--- src/hdl/sitrd_pkg.sv ---
`timescale 1ns / 1ps
// shared types and constants for the signed integer to radix digits block
// no dependencies

package sitrd_pkg;

    localparam int IN_BITS    = 32;
    localparam int SYM_BITS   = 8;
    localparam int CFG_BITS   = 64;
    localparam int BASE_BITS  = 5;
    localparam int DIGIT_BITS = 4;
    localparam int CHUNK_BITS = 8;
    localparam int REG_IDX_BITS = 2;

    localparam logic [REG_IDX_BITS-1:0] REG_BASE_LENGTH  = 2'd0;
    localparam logic [REG_IDX_BITS-1:0] REG_SYMBOLS_LOW  = 2'd1;
    localparam logic [REG_IDX_BITS-1:0] REG_SYMBOLS_HIGH = 2'd2;

    localparam logic [BASE_BITS-1:0] BASE_LENGTH_RST  = 5'd10;
    localparam logic [CFG_BITS-1:0]  SYMBOLS_LOW_RST  = 64'h3736353433323130;
    localparam logic [CFG_BITS-1:0]  SYMBOLS_HIGH_RST = 64'h6665646362613938;

    localparam logic [SYM_BITS-1:0] SYM_SPACE = 8'h20;
    localparam logic [SYM_BITS-1:0] SYM_PLUS  = 8'h2B;
    localparam logic [SYM_BITS-1:0] SYM_MINUS = 8'h2D;

    typedef enum logic [2:0] {
        ST_IDLE,
        ST_LOAD,
        ST_DIV,
        ST_SIGN,
        ST_EMIT
    } state_t;

    typedef struct packed {
        logic                  push;
        logic                  pop;
        logic [DIGIT_BITS-1:0] digit;
    } stack_ctrl_t;

endpackage

--- src/hdl/sitrd_if.sv ---
`timescale 1ns / 1ps
// valid/ready channels for input numbers and output characters
// depends on sitrd_pkg

interface sitrd_in_if;
    logic                                valid;
    logic                                ready;
    logic signed [sitrd_pkg::IN_BITS-1:0] value;

    modport source (output valid, output value, input ready);
    modport sink (input valid, input value, output ready);
endinterface

interface sitrd_out_if;
    logic                               valid;
    logic                               ready;
    logic [sitrd_pkg::SYM_BITS-1:0]     symbol;
    logic                               last;

    modport source (output valid, output symbol, output last, input ready);
    modport sink (input valid, input symbol, input last, output ready);
endinterface

--- src/hdl/sitrd_digit_check.sv ---
`timescale 1ns / 1ps
// digit set check: radix range, repeated symbols, reserved symbols
// depends on sitrd_pkg

module sitrd_digit_check #(
    parameter int MAX_SYMBOLS = 16
) (
    input  logic [sitrd_pkg::BASE_BITS-1:0] base_length,
    input  logic [sitrd_pkg::CFG_BITS-1:0]  symbols_low,
    input  logic [sitrd_pkg::CFG_BITS-1:0]  symbols_high,
    output logic                            ok
);

    logic [2*sitrd_pkg::CFG_BITS-1:0] table_bits;
    logic                             bad;
    logic                             range_ok;

    assign table_bits = {symbols_high, symbols_low};
    assign range_ok   = (base_length >= sitrd_pkg::BASE_BITS'(2))
                     && (base_length <= sitrd_pkg::BASE_BITS'(MAX_SYMBOLS));

    always_comb
    begin
        bad = 1'b0;
        for (int i = 0; i < MAX_SYMBOLS; i++)
        begin
            if (sitrd_pkg::BASE_BITS'(i) < base_length)
            begin
                if (table_bits[i*8 +: 8] == sitrd_pkg::SYM_SPACE
                    || table_bits[i*8 +: 8] == sitrd_pkg::SYM_PLUS
                    || table_bits[i*8 +: 8] == sitrd_pkg::SYM_MINUS)
                begin
                    bad = 1'b1;
                end
                for (int j = i + 1; j < MAX_SYMBOLS; j++)
                begin
                    if (sitrd_pkg::BASE_BITS'(j) < base_length
                        && table_bits[i*8 +: 8] == table_bits[j*8 +: 8])
                    begin
                        bad = 1'b1;
                    end
                end
            end
        end
    end

    assign ok = range_ok && !bad;

endmodule

--- src/hdl/sitrd_div_step.sv ---
`timescale 1ns / 1ps
// shared divide unit: one byte of the dividend against the radix per cycle
// depends on sitrd_pkg

module sitrd_div_step (
    input  logic [sitrd_pkg::DIGIT_BITS-1:0] rem_in,
    input  logic [sitrd_pkg::CHUNK_BITS-1:0] chunk,
    input  logic [sitrd_pkg::BASE_BITS-1:0]  radix,
    output logic [sitrd_pkg::DIGIT_BITS-1:0] rem_out,
    output logic [sitrd_pkg::CHUNK_BITS-1:0] quot
);

    logic [sitrd_pkg::DIGIT_BITS-1:0] r;
    logic [sitrd_pkg::BASE_BITS-1:0]  t;

    always_comb
    begin
        r    = rem_in;
        t    = '0;
        quot = '0;
        for (int i = sitrd_pkg::CHUNK_BITS - 1; i >= 0; i--)
        begin
            t = {r, chunk[i]};
            if (t >= radix)
            begin
                quot[i] = 1'b1;
                r       = sitrd_pkg::DIGIT_BITS'(t - radix);
            end
            else
            begin
                r = t[sitrd_pkg::DIGIT_BITS-1:0];
            end
        end
        rem_out = r;
    end

endmodule

--- src/hdl/sitrd_digit_stack.sv ---
`timescale 1ns / 1ps
// lifo of digits, least significant pushed first, popped most significant first
// depends on sitrd_pkg

module sitrd_digit_stack #(
    parameter int DEPTH = 32
) (
    input  logic                               clk,
    input  logic                               rst_n,
    input  sitrd_pkg::stack_ctrl_t             ctrl,
    output logic [sitrd_pkg::DIGIT_BITS-1:0]   top,
    output logic [$clog2(DEPTH+1)-1:0]         count
);

    localparam int CNT_W = $clog2(DEPTH + 1);

    logic [sitrd_pkg::DIGIT_BITS-1:0] stk_reg [DEPTH];
    logic [CNT_W-1:0]                 count_reg;
    logic [CNT_W-1:0]                 count_next;

    always_ff @(posedge clk)
    begin
        if (ctrl.push)
        begin
            stk_reg[0] <= ctrl.digit;
            for (int k = 1; k < DEPTH; k++)
            begin
                stk_reg[k] <= stk_reg[k-1];
            end
        end
        else if (ctrl.pop)
        begin
            for (int k = 0; k < DEPTH - 1; k++)
            begin
                stk_reg[k] <= stk_reg[k+1];
            end
        end
    end

    always_comb
    begin
        count_next = count_reg;
        if (ctrl.push)
        begin
            count_next = count_reg + CNT_W'(1);
        end
        else if (ctrl.pop)
        begin
            count_next = count_reg - CNT_W'(1);
        end
    end

    always_ff @(posedge clk or negedge rst_n)
    begin
        if (!rst_n)
        begin
            count_reg <= '0;
        end
        else
        begin
            count_reg <= count_next;
        end
    end

    assign top   = stk_reg[0];
    assign count = count_reg;

endmodule

--- src/hdl/signed_integer_to_radix_digits.sv ---
`timescale 1ns / 1ps
// top level: config registers, sequencer, output register
// depends on sitrd_pkg, sitrd_if, sitrd_digit_check, sitrd_div_step, sitrd_digit_stack
//
// usage
//   in_ch carries one signed number per beat; out_ch carries its text one
//   character per beat, most significant digit first, a leading minus for
//   negatives, last set on the final character. with an invalid digit set
//   the number is taken and nothing comes out.
//   cfg_write/cfg_index/cfg_data write base_length (0), symbols_low (1)
//   and symbols_high (2); other indexes are dropped. write only while idle.
// sequence
//   the number is captured, the digit set is checked, then each digit
//   is divided out in the shared divide unit (one byte of the dividend
//   per cycle), then the characters leave through the output register.
//   in_ch.ready is high only while the sequencer is idle; the next number
//   is taken while the final character still waits in the output register.
// reset
//   registers return to radix 10 and symbols "0123456789abcdef"; no beat
//   is pending. a stalled out_ch holds its beat and the sequencer waits.

module signed_integer_to_radix_digits #(
    parameter int MAX_SYMBOLS = 16,
    parameter int VALUE_BITS  = 32
) (
    input  logic                                  clk,
    input  logic                                  rst_n,
    sitrd_in_if.sink                              in_ch,
    sitrd_out_if.source                           out_ch,
    input  logic                                  cfg_write,
    input  logic [sitrd_pkg::REG_IDX_BITS-1:0]    cfg_index,
    input  logic [sitrd_pkg::CFG_BITS-1:0]        cfg_data
);

    localparam int CHUNKS   = (VALUE_BITS + 7) / 8;
    localparam int PAD_BITS = CHUNKS * 8;
    localparam int CHUNK_W  = (CHUNKS > 1) ? $clog2(CHUNKS) : 1;
    localparam int CNT_W    = $clog2(VALUE_BITS + 1);

    sitrd_pkg::state_t state_reg, state_next;

    logic [sitrd_pkg::BASE_BITS-1:0]  base_length_reg;
    logic [sitrd_pkg::CFG_BITS-1:0]   symbols_low_reg;
    logic [sitrd_pkg::CFG_BITS-1:0]   symbols_high_reg;

    logic [PAD_BITS-1:0]              mag_reg, mag_next;
    logic                             neg_reg, neg_next;
    logic [sitrd_pkg::DIGIT_BITS-1:0] rem_reg, rem_next;
    logic [CHUNK_W-1:0]               chunk_reg, chunk_next;
    logic                             nz_reg, nz_next;

    logic                             out_valid_reg, out_valid_next;
    logic [sitrd_pkg::SYM_BITS-1:0]   out_symbol_reg, out_symbol_next;
    logic                             out_last_reg, out_last_next;

    logic                             set_ok;
    logic [sitrd_pkg::DIGIT_BITS-1:0] step_rem;
    logic [sitrd_pkg::CHUNK_BITS-1:0] step_quot;
    logic                             last_chunk;
    logic                             quot_nz;
    logic                             slot_free;
    logic                             in_fire;
    logic [VALUE_BITS-1:0]            raw;
    logic [VALUE_BITS-1:0]            mag_abs;
    logic [2*sitrd_pkg::CFG_BITS-1:0] table_bits;
    logic [sitrd_pkg::DIGIT_BITS-1:0] stack_top;
    logic [CNT_W-1:0]                 stack_count;
    sitrd_pkg::stack_ctrl_t           stack_ctrl;

    // configuration registers
    always_ff @(posedge clk or negedge rst_n)
    begin
        if (!rst_n)
        begin
            base_length_reg  <= sitrd_pkg::BASE_LENGTH_RST;
            symbols_low_reg  <= sitrd_pkg::SYMBOLS_LOW_RST;
            symbols_high_reg <= sitrd_pkg::SYMBOLS_HIGH_RST;
        end
        else if (cfg_write)
        begin
            unique case (cfg_index)
                sitrd_pkg::REG_BASE_LENGTH:
                    base_length_reg <= cfg_data[sitrd_pkg::BASE_BITS-1:0];
                sitrd_pkg::REG_SYMBOLS_LOW:
                    symbols_low_reg <= cfg_data;
                sitrd_pkg::REG_SYMBOLS_HIGH:
                    symbols_high_reg <= cfg_data;
                default:
                    ;
            endcase
        end
    end

    sitrd_digit_check #(
        .MAX_SYMBOLS (MAX_SYMBOLS)
    ) u_check (
        .base_length  (base_length_reg),
        .symbols_low  (symbols_low_reg),
        .symbols_high (symbols_high_reg),
        .ok           (set_ok)
    );

    sitrd_div_step u_div (
        .rem_in  (rem_reg),
        .chunk   (mag_reg[PAD_BITS-1 -: sitrd_pkg::CHUNK_BITS]),
        .radix   (base_length_reg),
        .rem_out (step_rem),
        .quot    (step_quot)
    );

    sitrd_digit_stack #(
        .DEPTH (VALUE_BITS)
    ) u_stack (
        .clk   (clk),
        .rst_n (rst_n),
        .ctrl  (stack_ctrl),
        .top   (stack_top),
        .count (stack_count)
    );

    assign raw        = in_ch.value[VALUE_BITS-1:0];
    assign mag_abs    = raw[VALUE_BITS-1] ? (~raw + VALUE_BITS'(1)) : raw;
    assign last_chunk = (chunk_reg == CHUNK_W'(CHUNKS - 1));
    assign quot_nz    = nz_reg || (|step_quot);
    assign slot_free  = !out_valid_reg || out_ch.ready;
    assign in_fire    = in_ch.valid && in_ch.ready;
    assign table_bits = {symbols_high_reg, symbols_low_reg};

    // next state
    always_comb
    begin
        state_next = state_reg;
        unique case (state_reg)
            sitrd_pkg::ST_IDLE:
                if (in_ch.valid)
                begin
                    state_next = sitrd_pkg::ST_LOAD;
                end
            sitrd_pkg::ST_LOAD:
                state_next = set_ok ? sitrd_pkg::ST_DIV : sitrd_pkg::ST_IDLE;
            sitrd_pkg::ST_DIV:
                if (last_chunk && !quot_nz)
                begin
                    state_next = neg_reg ? sitrd_pkg::ST_SIGN : sitrd_pkg::ST_EMIT;
                end
            sitrd_pkg::ST_SIGN:
                if (slot_free)
                begin
                    state_next = sitrd_pkg::ST_EMIT;
                end
            sitrd_pkg::ST_EMIT:
                if (slot_free && stack_count == CNT_W'(1))
                begin
                    state_next = sitrd_pkg::ST_IDLE;
                end
            default:
                state_next = sitrd_pkg::ST_IDLE;
        endcase
    end

    // outputs and datapath
    always_comb
    begin
        in_ch.ready      = 1'b0;
        stack_ctrl       = '0;
        stack_ctrl.digit = step_rem;
        mag_next         = mag_reg;
        neg_next         = neg_reg;
        rem_next         = rem_reg;
        chunk_next       = chunk_reg;
        nz_next          = nz_reg;
        out_valid_next   = out_valid_reg && !out_ch.ready;
        out_symbol_next  = out_symbol_reg;
        out_last_next    = out_last_reg;
        unique case (state_reg)
            sitrd_pkg::ST_IDLE:
            begin
                in_ch.ready = 1'b1;
                if (in_fire)
                begin
                    mag_next = PAD_BITS'(mag_abs);
                    neg_next = raw[VALUE_BITS-1];
                end
            end
            sitrd_pkg::ST_LOAD:
            begin
                rem_next   = '0;
                chunk_next = '0;
                nz_next    = 1'b0;
            end
            sitrd_pkg::ST_DIV:
            begin
                mag_next   = (mag_reg << sitrd_pkg::CHUNK_BITS) | PAD_BITS'(step_quot);
                rem_next   = step_rem;
                chunk_next = chunk_reg + CHUNK_W'(1);
                nz_next    = quot_nz;
                if (last_chunk)
                begin
                    stack_ctrl.push = 1'b1;
                    rem_next        = '0;
                    chunk_next      = '0;
                    nz_next         = 1'b0;
                end
            end
            sitrd_pkg::ST_SIGN:
                if (slot_free)
                begin
                    out_valid_next  = 1'b1;
                    out_symbol_next = sitrd_pkg::SYM_MINUS;
                    out_last_next   = 1'b0;
                end
            sitrd_pkg::ST_EMIT:
                if (slot_free)
                begin
                    stack_ctrl.pop  = 1'b1;
                    out_valid_next  = 1'b1;
                    out_symbol_next = table_bits[{stack_top, 3'b000} +: sitrd_pkg::SYM_BITS];
                    out_last_next   = (stack_count == CNT_W'(1));
                end
            default:
                ;
        endcase
    end

    always_ff @(posedge clk or negedge rst_n)
    begin
        if (!rst_n)
        begin
            state_reg     <= sitrd_pkg::ST_IDLE;
            out_valid_reg <= 1'b0;
            chunk_reg     <= '0;
            nz_reg        <= 1'b0;
            rem_reg       <= '0;
            neg_reg       <= 1'b0;
        end
        else
        begin
            state_reg     <= state_next;
            out_valid_reg <= out_valid_next;
            chunk_reg     <= chunk_next;
            nz_reg        <= nz_next;
            rem_reg       <= rem_next;
            neg_reg       <= neg_next;
        end
    end

    always_ff @(posedge clk)
    begin
        mag_reg        <= mag_next;
        out_symbol_reg <= out_symbol_next;
        out_last_reg   <= out_last_next;
    end

    assign out_ch.valid  = out_valid_reg;
    assign out_ch.symbol = out_symbol_reg;
    assign out_ch.last   = out_last_reg;

    // partial remainder stays below the radix while dividing
    assert property (@(posedge clk) disable iff (!rst_n)
        (state_reg == sitrd_pkg::ST_DIV) |-> ({1'b0, rem_reg} < base_length_reg))
        else $error("remainder not below radix");

    // no digit pushed onto a full stack
    assert property (@(posedge clk) disable iff (!rst_n)
        stack_ctrl.push |-> (stack_count < CNT_W'(VALUE_BITS)))
        else $error("digit stack overflow");

    // characters only come from a non-empty stack
    assert property (@(posedge clk) disable iff (!rst_n)
        (state_reg == sitrd_pkg::ST_EMIT || state_reg == sitrd_pkg::ST_SIGN)
        |-> (stack_count != '0))
        else $error("emitting with an empty digit stack");

    // a number is taken only with the stack drained
    assert property (@(posedge clk) disable iff (!rst_n)
        in_fire |-> (stack_count == '0))
        else $error("new number accepted with digits pending");

endmodule

--- src/flat_wrapper.sv ---
// flat-port wrapper written by rule: the top's interface ports become plain ports
module signed_integer_to_radix_digits_flat 
#(
    parameter int MAX_SYMBOLS = 16,
    parameter int VALUE_BITS  = 32
)
  (clk, rst_n, cfg_write, cfg_index, cfg_data, in_ch_valid, in_ch_value, in_ch_ready, out_ch_valid, out_ch_symbol, out_ch_last, out_ch_ready);
  sitrd_in_if in_ch_i ();
  sitrd_out_if out_ch_i ();
  input  logic clk;
  input  logic rst_n;
  input  logic cfg_write;
  input  logic [sitrd_pkg::REG_IDX_BITS-1:0] cfg_index;
  input  logic [sitrd_pkg::CFG_BITS-1:0] cfg_data;
  input wire logic [$bits(in_ch_i.valid)-1:0] in_ch_valid;
  input wire logic [$bits(in_ch_i.value)-1:0] in_ch_value;
  output wire logic [$bits(in_ch_i.ready)-1:0] in_ch_ready;
  output wire logic [$bits(out_ch_i.valid)-1:0] out_ch_valid;
  output wire logic [$bits(out_ch_i.symbol)-1:0] out_ch_symbol;
  output wire logic [$bits(out_ch_i.last)-1:0] out_ch_last;
  input wire logic [$bits(out_ch_i.ready)-1:0] out_ch_ready;
  assign in_ch_i.valid = in_ch_valid;
  assign in_ch_i.value = in_ch_value;
  assign in_ch_ready = in_ch_i.ready;
  assign out_ch_valid = out_ch_i.valid;
  assign out_ch_symbol = out_ch_i.symbol;
  assign out_ch_last = out_ch_i.last;
  assign out_ch_i.ready = out_ch_ready;
  signed_integer_to_radix_digits #(.MAX_SYMBOLS(MAX_SYMBOLS), .VALUE_BITS(VALUE_BITS)) u_core (.clk(clk), .rst_n(rst_n), .in_ch(in_ch_i), .out_ch(out_ch_i), .cfg_write(cfg_write), .cfg_index(cfg_index), .cfg_data(cfg_data));
endmodule
--- config.mk ---
export PLATFORM = sky130hd
export DESIGN_NAME = signed_integer_to_radix_digits_flat
export DESIGN_NICKNAME = d
export VERILOG_FILES = /design/src/hdl/sitrd_pkg.sv /design/src/hdl/sitrd_if.sv /design/src/hdl/sitrd_digit_check.sv /design/src/hdl/sitrd_div_step.sv /design/src/hdl/sitrd_digit_stack.sv /design/src/hdl/signed_integer_to_radix_digits.sv /design/src/flat_wrapper.sv
export SDC_FILE = /design/constraint.sdc
export NUM_CORES = 1
export LEC_CHECK = 0
export BUFFER_PORTS_ARGS = -buffer_cell sky130_fd_sc_hd__buf_2
export CORE_AREA = 2 2 248 225
export DETAILED_ROUTE_END_ITERATION = 12
export DIE_AREA = 0 0 250 227
export PLACE_DENSITY = 0.7
export SYNTH_ARGS = -nofsm -noshare
export SYNTH_HDL_FRONTEND = slang
export SYNTH_SLANG_ARGS = --single-unit
--- constraint.sdc ---
create_clock -name clk -period 12.55 [get_ports clk]
set_input_delay 1.8825 -clock clk [delete_from_list [all_inputs] [get_ports clk]]
set_output_delay 1.8825 -clock clk [all_outputs]
set_load 0.02 [all_outputs]
# [Yosys cells after proc, flatten, opt, wreduce, memory -nomap -nowiden]
# Memories as Yosys holds them, arrays and structs flattened.
# Index checks and enable logic that the tools add are counted.
[op_classes] n_addsub=12 magnitude_cmp=26 n_eq_ne=182 shifts=1 muxes=235 n_bitwise=33 reduce_logical=179
[ops] op="8-bit == test" n=120
[ops] op="8-bit by 6-bit == test with 1-bit output (second input constant)" n=48
[ops] op="1-bit 2-to-1 mux" n=175
[ops] op="4-bit 2-to-1 mux" n=40
[ops] op="128-bit by 8-bit indexed part select with 8-bit output" n=1
[ops] op="1-bit logical AND" n=126
[ops] op="32-bit 2-to-1 mux" n=2
[ops] op="32-bit case mux with 2 select lines" n=1
[ops] op="5-bit >= comparator" n=8
[ops] op="4-bit by 5-bit < comparator with 1-bit output (first input constant)" n=8
[ops] op="1-bit logical OR" n=34
[ops] op="32-bit by 1-bit adder with 32-bit output (second input constant)" n=1
[ops] op="32-bit inverter" n=1
[ops] op="32-bit by 8-bit bitwise OR with 32-bit output" n=1
[ops] op="4-bit subtractor" n=8
[ops] op="1-bit bitwise OR" n=31
[ops] op="3-bit by 5-bit < comparator with 1-bit output (first input constant)" n=4
[ops] op="8-bit 2-to-1 mux" n=2
[ops] op="8-bit case mux with 2 select lines" n=1
[ops] op="3-bit 2-to-1 mux" n=5
[ops] op="3-bit case mux with 5 select lines" n=1
[ops] op="6-bit 2-to-1 mux" n=2
[ops] op="1-bit by 5-bit < comparator with 1-bit output (first input constant)" n=2
[ops] op="2-bit by 5-bit < comparator with 1-bit output (first input constant)" n=2
[ops] op="26 further kinds" n=44
[totals] ff_bits=192 ramBits=128 out_inout_bits=11 word_cells=682 mem_count=1
[mem_list] name="u_core.u_stack.stk_reg" words=32 word_bits=4 read_ports=32 rd_clocked_by_memory_dff=0 wr=32 line="sitrd_digit_stack.sv:17" source="logic [sitrd_pkg::DIGIT_BITS-1:0] stk_reg [DEPTH];"

# [Logic depth before layout (Yosys ltp)]
[logic_depth] ltp_word=159 ltp_mapped=61 depth_no_buf=60

# [Modules after synthesis]
# From an unflattened synthesis, not the netlist that was laid out.
[hier_totals] hier_cells=2898 hier_area_um2=29482.0
[by_module_without_submodules] mod="sitrd_digit_check" instances=1 cells_each=1740 area_per_inst_um2=13023.7 seq_area_each_um2=0.0
[by_module_without_submodules] mod="signed_integer_to_radix_digits" instances=1 cells_each=643 area_per_inst_um2=8951.1 seq_area_each_um2=4932.2
[by_module_without_submodules] mod="sitrd_digit_stack" instances=1 cells_each=302 area_per_inst_um2=5794.3 seq_area_each_um2=3993.8
[by_module_without_submodules] mod="sitrd_div_step" instances=1 cells_each=213 area_per_inst_um2=1712.9 seq_area_each_um2=0.0

# [Least setup slack after synthesis]
# No wires, ideal clock.
[synth_path] path_kind="reg-to-reg" from="register u_core.base_length_reg[1] in the netlist's numbering" to="register u_core.state_reg[1]" setup_time_ps=120 t_arrival_ps=11591 required_time_ps=12430 path_slack_ps=839 stages_incl_launch_ff=56 n_path_buf=1 synth_period_minus_slack_ps=11711 cell_sequence="dfstp_2 > buf_6 > inv_1 > ha_1 > nor2b_1 > o21ai_0 > nand3b_1 > nand3_1 > o21ai_0 > ha_1 > a21o_1 > a21o_1 > a21o_1 > a21o_1 > mux2_1 > ha_1 > a311o_1 > o221ai_2 > [20 not listed] > nand2b_1 > o221ai_2 > mux2_2 > ha_1 > or2_2 > a21oi_1 > a31oi_1 > o21ai_0 > inv_1 > ha_1 > a21o_1 > a21o_1 > a21o_1 > a21oi_1 > nand4_1 > o21ai_0 > a21oi_1 > a31o_1"
[synth_via] elab_chain_len=157 word_cells_on_any_way=330 classes_between="add/sub (7); order compare (26); eq/ne (1); mux (168); reduce/logical (128)"
[synth_rtl] element="from (decl)" line="signed_integer_to_radix_digits.sv:42" source="logic [sitrd_pkg::BASE_BITS-1:0] base_length_reg;"
[synth_rtl] element="from (signal assigned)" line="signed_integer_to_radix_digits.sv:75" source="base_length_reg <= sitrd_pkg::BASE_LENGTH_RST;"
[synth_rtl] element="from (signal assigned)" line="signed_integer_to_radix_digits.sv:83" source="base_length_reg <= cfg_data[sitrd_pkg::BASE_BITS-1:0];"
[synth_rtl] element="1-bit by 5-bit < comparator with 1-bit output" line="sitrd_digit_check.sv:27, sitrd_digit_check.sv:37"
[synth_rtl] element="1-bit logical AND" line="sitrd_digit_check.sv:38" source="&& table_bits[i*8 +: 8] == table_bits[j*8 +: 8])"
[synth_rtl] element="1-bit 2-to-1 mux (15 in a row)" line="sitrd_digit_check.sv:37" source="if (sitrd_pkg::BASE_BITS'(j) < base_length"
[synth_rtl] element="1-bit 2-to-1 mux" line="sitrd_digit_check.sv:27" source="if (sitrd_pkg::BASE_BITS'(i) < base_length)"
[synth_rtl] element="1-bit 2-to-1 mux" line="sitrd_digit_check.sv:29" source="if (table_bits[i*8 +: 8] == sitrd_pkg::SYM_SPACE"
[synth_rtl] element="1-bit 2-to-1 mux (14 in a row)" line="sitrd_digit_check.sv:37"
[synth_rtl] element="1-bit 2-to-1 mux" line="sitrd_digit_check.sv:27"
[synth_rtl] element="1-bit 2-to-1 mux" line="sitrd_digit_check.sv:29"
[synth_rtl] element="[114 not listed]"
[synth_rtl] element="1-bit 2-to-1 mux" line="sitrd_digit_check.sv:37"
[synth_rtl] element="1-bit 2-to-1 mux" line="sitrd_digit_check.sv:27"
[synth_rtl] element="1-bit 2-to-1 mux" line="sitrd_digit_check.sv:29"
[synth_rtl] element="1-bit 2-to-1 mux" line="sitrd_digit_check.sv:27"
[synth_rtl] element="1-bit logical NOT" line="sitrd_digit_check.sv:47" source="assign ok = range_ok && !bad;"
[synth_rtl] element="1-bit logical AND" line="sitrd_digit_check.sv:47"
[synth_rtl] element="2-bit 2-to-1 mux" line="signed_integer_to_radix_digits.sv:140" source="state_next = set_ok ? sitrd_pkg::ST_DIV : sitrd_pkg::ST_IDLE;"
[synth_rtl] element="3-bit case mux with 5 select lines" line="signed_integer_to_radix_digits.sv:133" source="unique case (state_reg)"
[synth_rtl] element="to (signal assigned)" line="signed_integer_to_radix_digits.sv:229" source="state_reg <= sitrd_pkg::ST_IDLE;"
[synth_rtl] element="to (signal assigned)" line="signed_integer_to_radix_digits.sv:238" source="state_reg <= state_next;"
[synth_rtl] element="to (decl)" line="signed_integer_to_radix_digits.sv:40" source="sitrd_pkg::state_t state_reg, state_next;"
# Parallel ways exist; a longest one is shown, timed or not.
# A chain may end at the register's enable or synchronous reset.

# [Worst setup path after layout]
[layout_path] from="register u_core.base_length_reg[3] in the netlist's numbering" to="register u_core.state_reg[1]"
# Same word-level chain as after synthesis.

==> load_flow_metrics.sql <==
INSERT INTO impl_metrics (metric_group, metric, value, unit) VALUES
('placed_design', 'portBuffers', '113', ''),
('critical_path', 'critical_path.top_delay_family', 'compound AO/OA/AOI/OAI gates', ''),
('sta', 'worst-slew-pin-transition', '1250', 'ps'),
('grt', 'wire_length_of_the_first_global_routing_pass', '146', 'mm'),
('clocking', 'insertion_delay', '590', 'ps'),
('logic_synthesis', 'combinational_family_with_the_most_area_after_synthesis', 'XOR/XNOR gates', ''),
('logic_synthesis', 'seq_area_frac_synth', '30.8', '%'),
('grt', 'globalRoute.totalOverflow', '0', ''),
('critical_path', 'cp_slowest_cell', 'sky130_fd_sc_hd__dfstp_4', ''),
('flow_run', 'drv.max_cap_violation_count', '0', ''),
('logic_synthesis', 'synthesis.instances', '3001', ''),
('drt', 'antenna_left', '0', ''),
('cells_and_area', 'layout-drive-gt1-share', '20.0', '%'),
('logic_synthesis', 'mappedNetlistArea', '0.0290', 'sq mm'),
('drt', 'wl_met1', '38.5', 'mm'),
('critical_path', 'worst-setup-path-type', 'reg -> reg', ''),
('cells_and_area', 'design.final.nets', '3075', ''),
('sta', 'timing.fmax', '0.0851', 'GHz'),
('clocking', 'clk_path_buf_depth', '3', ''),
('floorplanning', 'initial_core_util', '53.6', '%'),
('sta', 'crit_path_time_final', '11750', 'ps'),
('drt', 'vias_per_cell', '6.52', ''),
('critical_path', 'critical_path_peak_fanout', '11', ''),
('critical_path', 'worst_setup_ep_type', 'register', ''),
('logic_synthesis', 'post-synth-top-area-fraction', '24.6', '%'),
('floorplanning', 'design.portCount', '114', ''),
('logic_synthesis', 'synthArstFlopShare', '47.2', '%'),
('critical_path', 'crit_path_max_incr_delay', '710', 'ps'),
('floorplanning', 'rows', '81', ''),
('clocking', 'tritoncts.num_buffers', '36', ''),
('sta', 'clock-skew-final', '27.3', 'ps'),
('placed_design', 'dpl.hpwl', '61.5', 'mm'),
('logic_synthesis', 'post_synth_main_area_contributors', 'sky130_fd_sc_hd__xnor2_1 (25%), sky130_fd_sc_hd__edfxtp_1 (17%), sky130_fd_sc_hd__dfrtp_1 (8.0%)', ''),
('drt', 'first_iter_violations', '3104', ''),
('drt', 'routed_wl', '97.7', 'mm'),
('sta', 'grt_setup_unrepaired', 'no', ''),
('cells_and_area', 'synthToLayoutAreaGrowth', '6.20', '%'),
('floorplanning', 'chipHeight', '227', 'um'),
('critical_path', 'cp_data_required_time', '13010', 'ps'),
('drt', 'highest_layer', 'met5', ''),
('logic_synthesis', 'synth_compound_area_share', '4.72', '%'),
('clocking', 'tritoncts_clock_tree', 'yes', ''),
('drt', 'routed-wl-met2', '41.1', 'mm'),
('logic_synthesis', 'warnings_from_yosys', '0', ''),
('hold_path', 'min_delay_path_class', 'reg -> reg', ''),
('floorplanning', 'design.core.area', '0.0541', 'sq mm'),
('cells_and_area', 'most-common-layout-cells', 'sky130_fd_sc_hd__xnor2_1 (816), sky130_fd_sc_hd__nand2_1 (288), sky130_fd_sc_hd__xor2_1 (210)', ''),
('drt', 'drtPass1Iterations', '6', ''),
('sta', 'hold_viol_final', '0', ''),
('grt', 'grt.total_usage', '33.8', '%'),
('logic_synthesis', 'synth_simple_gate_area_share', '14.1', '%'),
('logic_synthesis', 'synth_top_area_cell', 'sky130_fd_sc_hd__xnor2_1', ''),
('status', 'run_status', 'finished clean', ''),
('critical_path', 'setup.worst_path.start_class', 'register', ''),
('sta', 'final-setup-viol-count', '0', ''),
('cells_and_area', 'area.sequential', '0.00893', 'sq mm'),
('cells_and_area', 'flip_flop_count_of_the_largest_register_all_copies_and_words_added', '128', ''),
('cells_and_area', 'nFillCells', '4665', ''),
('grt', 'grt_max_degree', '97', ''),
('drt', 'remaining_drc_errors', '0', ''),
('grt', 'initial_antenna_violation_count', '3', ''),
('logic_synthesis', 'ys.flop_type', 'sky130_fd_sc_hd__edfxtp_1', ''),
('logic_synthesis', 'synthesis.area_per_instance', '9.67', 'sq um'),
('cells_and_area', 'multi_input_combinational_cell_area', '0.0185', 'sq mm'),
('clocking', 'clk_transition_reported_paths', '60', 'ps'),
('clocking', 'ctsHtreeMaxLevel', '2', ''),
('clocking', 'cts-root-buf', 'sky130_fd_sc_hd__clkbuf_16', ''),
('critical_path', 'critical_path.n_buffers_inverters', '7', ''),
('floorplanning', 'die_area', '0.0568', 'sq mm'),
('drt', 'detail_route.wl_per_cell', '26.7', 'um'),
('logic_synthesis', 'synth_adder_area_share', '2.49', '%');
[final cells by class]
type | count | area share (%)
Multi-Input combinational cell | 2322 | 59.9
Sequential cell | 320 | 29.0
Timing Repair Buffer | 208 | 4.17
Clock buffer | 50 | 3.22
Tap cell | 705 | 2.86
Clock inverter | 16 | 0.439
Inverter | 31 | 0.378
Antenna cell | 2 | 0.0162
[synth_stat cells (4+ instances only)]
cell type                  number
sky130_fd_sc_hd__a22oi_1        5
sky130_fd_sc_hd__nor2b_1       11
sky130_fd_sc_hd__buf_1         26
sky130_fd_sc_hd__nand2b_1      24
sky130_fd_sc_hd__fa_1           8
sky130_fd_sc_hd__ha_1          45
sky130_fd_sc_hd__xnor2_1      816
sky130_fd_sc_hd__inv_1         30
sky130_fd_sc_hd__buf_4         13
sky130_fd_sc_hd__nor3_1        79
sky130_fd_sc_hd__nand3_1       26
sky130_fd_sc_hd__mux2_2       196
sky130_fd_sc_hd__clkbuf_1      53
sky130_fd_sc_hd__nand4_1      183
sky130_fd_sc_hd__a31oi_1       47
sky130_fd_sc_hd__xor2_1       210
sky130_fd_sc_hd__o21ai_1        7
sky130_fd_sc_hd__buf_2        234
sky130_fd_sc_hd__edfxtp_1     169
sky130_fd_sc_hd__or2_2          7
sky130_fd_sc_hd__mux2i_1        8
sky130_fd_sc_hd__nand3b_1       5
sky130_fd_sc_hd__mux4_2        40
sky130_fd_sc_hd__dfstp_2       58
sky130_fd_sc_hd__nand2_1      288
sky130_fd_sc_hd__or4_1          9
sky130_fd_sc_hd__o41ai_1        4
sky130_fd_sc_hd__nor2_1        22
sky130_fd_sc_hd__dfrtp_1       93
sky130_fd_sc_hd__or3_1          7
sky130_fd_sc_hd__a21oi_1       25
sky130_fd_sc_hd__a311oi_1       5
sky130_fd_sc_hd__and3_1         4
sky130_fd_sc_hd__a21o_1        12
sky130_fd_sc_hd__nor4_1       108
sky130_fd_sc_hd__o31ai_1       10
sky130_fd_sc_hd__o21ai_0       65
[logic make-up (layout without fill, tap and decap cells)]
logic type,count (synthesis),after routing
simple gates,791,791
fa+ha+maj,53,53
buf+inv,359,305
xor+xnor,1026,1026
compound gates,207,207
flops,320,320
mux,245,245
other cells,0,2
[final timing paths]
| check | from | slack (ps) | endpoint | cells past startpoint |
|---|---|---|---|---|
| max in group asynchronous | rst_n | 9680 | u_core.base_length_reg[2] | 2 |
| hold / removal | u_core.u_stack.stk_reg[0][122] | 450 | u_core.u_stack.stk_reg[0][126] | 0 |
| setup reg to reg | u_core.base_length_reg[3] | 800 | u_core.state_reg[1] | 52 |
| hold reg to reg | u_core.u_stack.stk_reg[0][122] | 450 | u_core.u_stack.stk_reg[0][126] | 0 |
| setup / recovery | u_core.base_length_reg[3] | 800 | u_core.state_reg[1] | 52 |
| min in group asynchronous | rst_n | 1330 | u_core.symbols_low_reg[27] | 1 |
[metrics by stage]
| stage | setup WS [ps] | utilization (%) | hold slack (ps) | std cells |
|---|---|---|---|---|
| after floorplan | 839 | - | 422 | 3001 |
| after global routing | 87.0 | 56.9 | 470 | 3653 |
| after detailed placement | 103 | 54.7 | 440 | 3586 |
| final | 798 | 56.9 | 450 | 3654 |
| after global placement | 557 | 54.7 | 432 | 3586 |
| after CTS | 89.8 | 56.8 | 459 | 3652 |
[what timing repair did]
item | in CTS | in global routing
buffers inserted | 0 | 0
resized for setup | 0 | 13
endpoints found under the setup margin | 0 | 13
[layer usage]
| metal | track usage [%] | up-vias |
|---|---|---|
| li1 | - | 10200 |
| met1 | 43.6 | 11500 |
| met2 | 50.1 | 1590 |
| met3 | 11.2 | 463 |
| met4 | 19.0 | 4 |
| met5 | 0 | - |
Power is not shown: default switching activity piles up to over one toggle a cycle in this logic, so the estimate is an artifact.
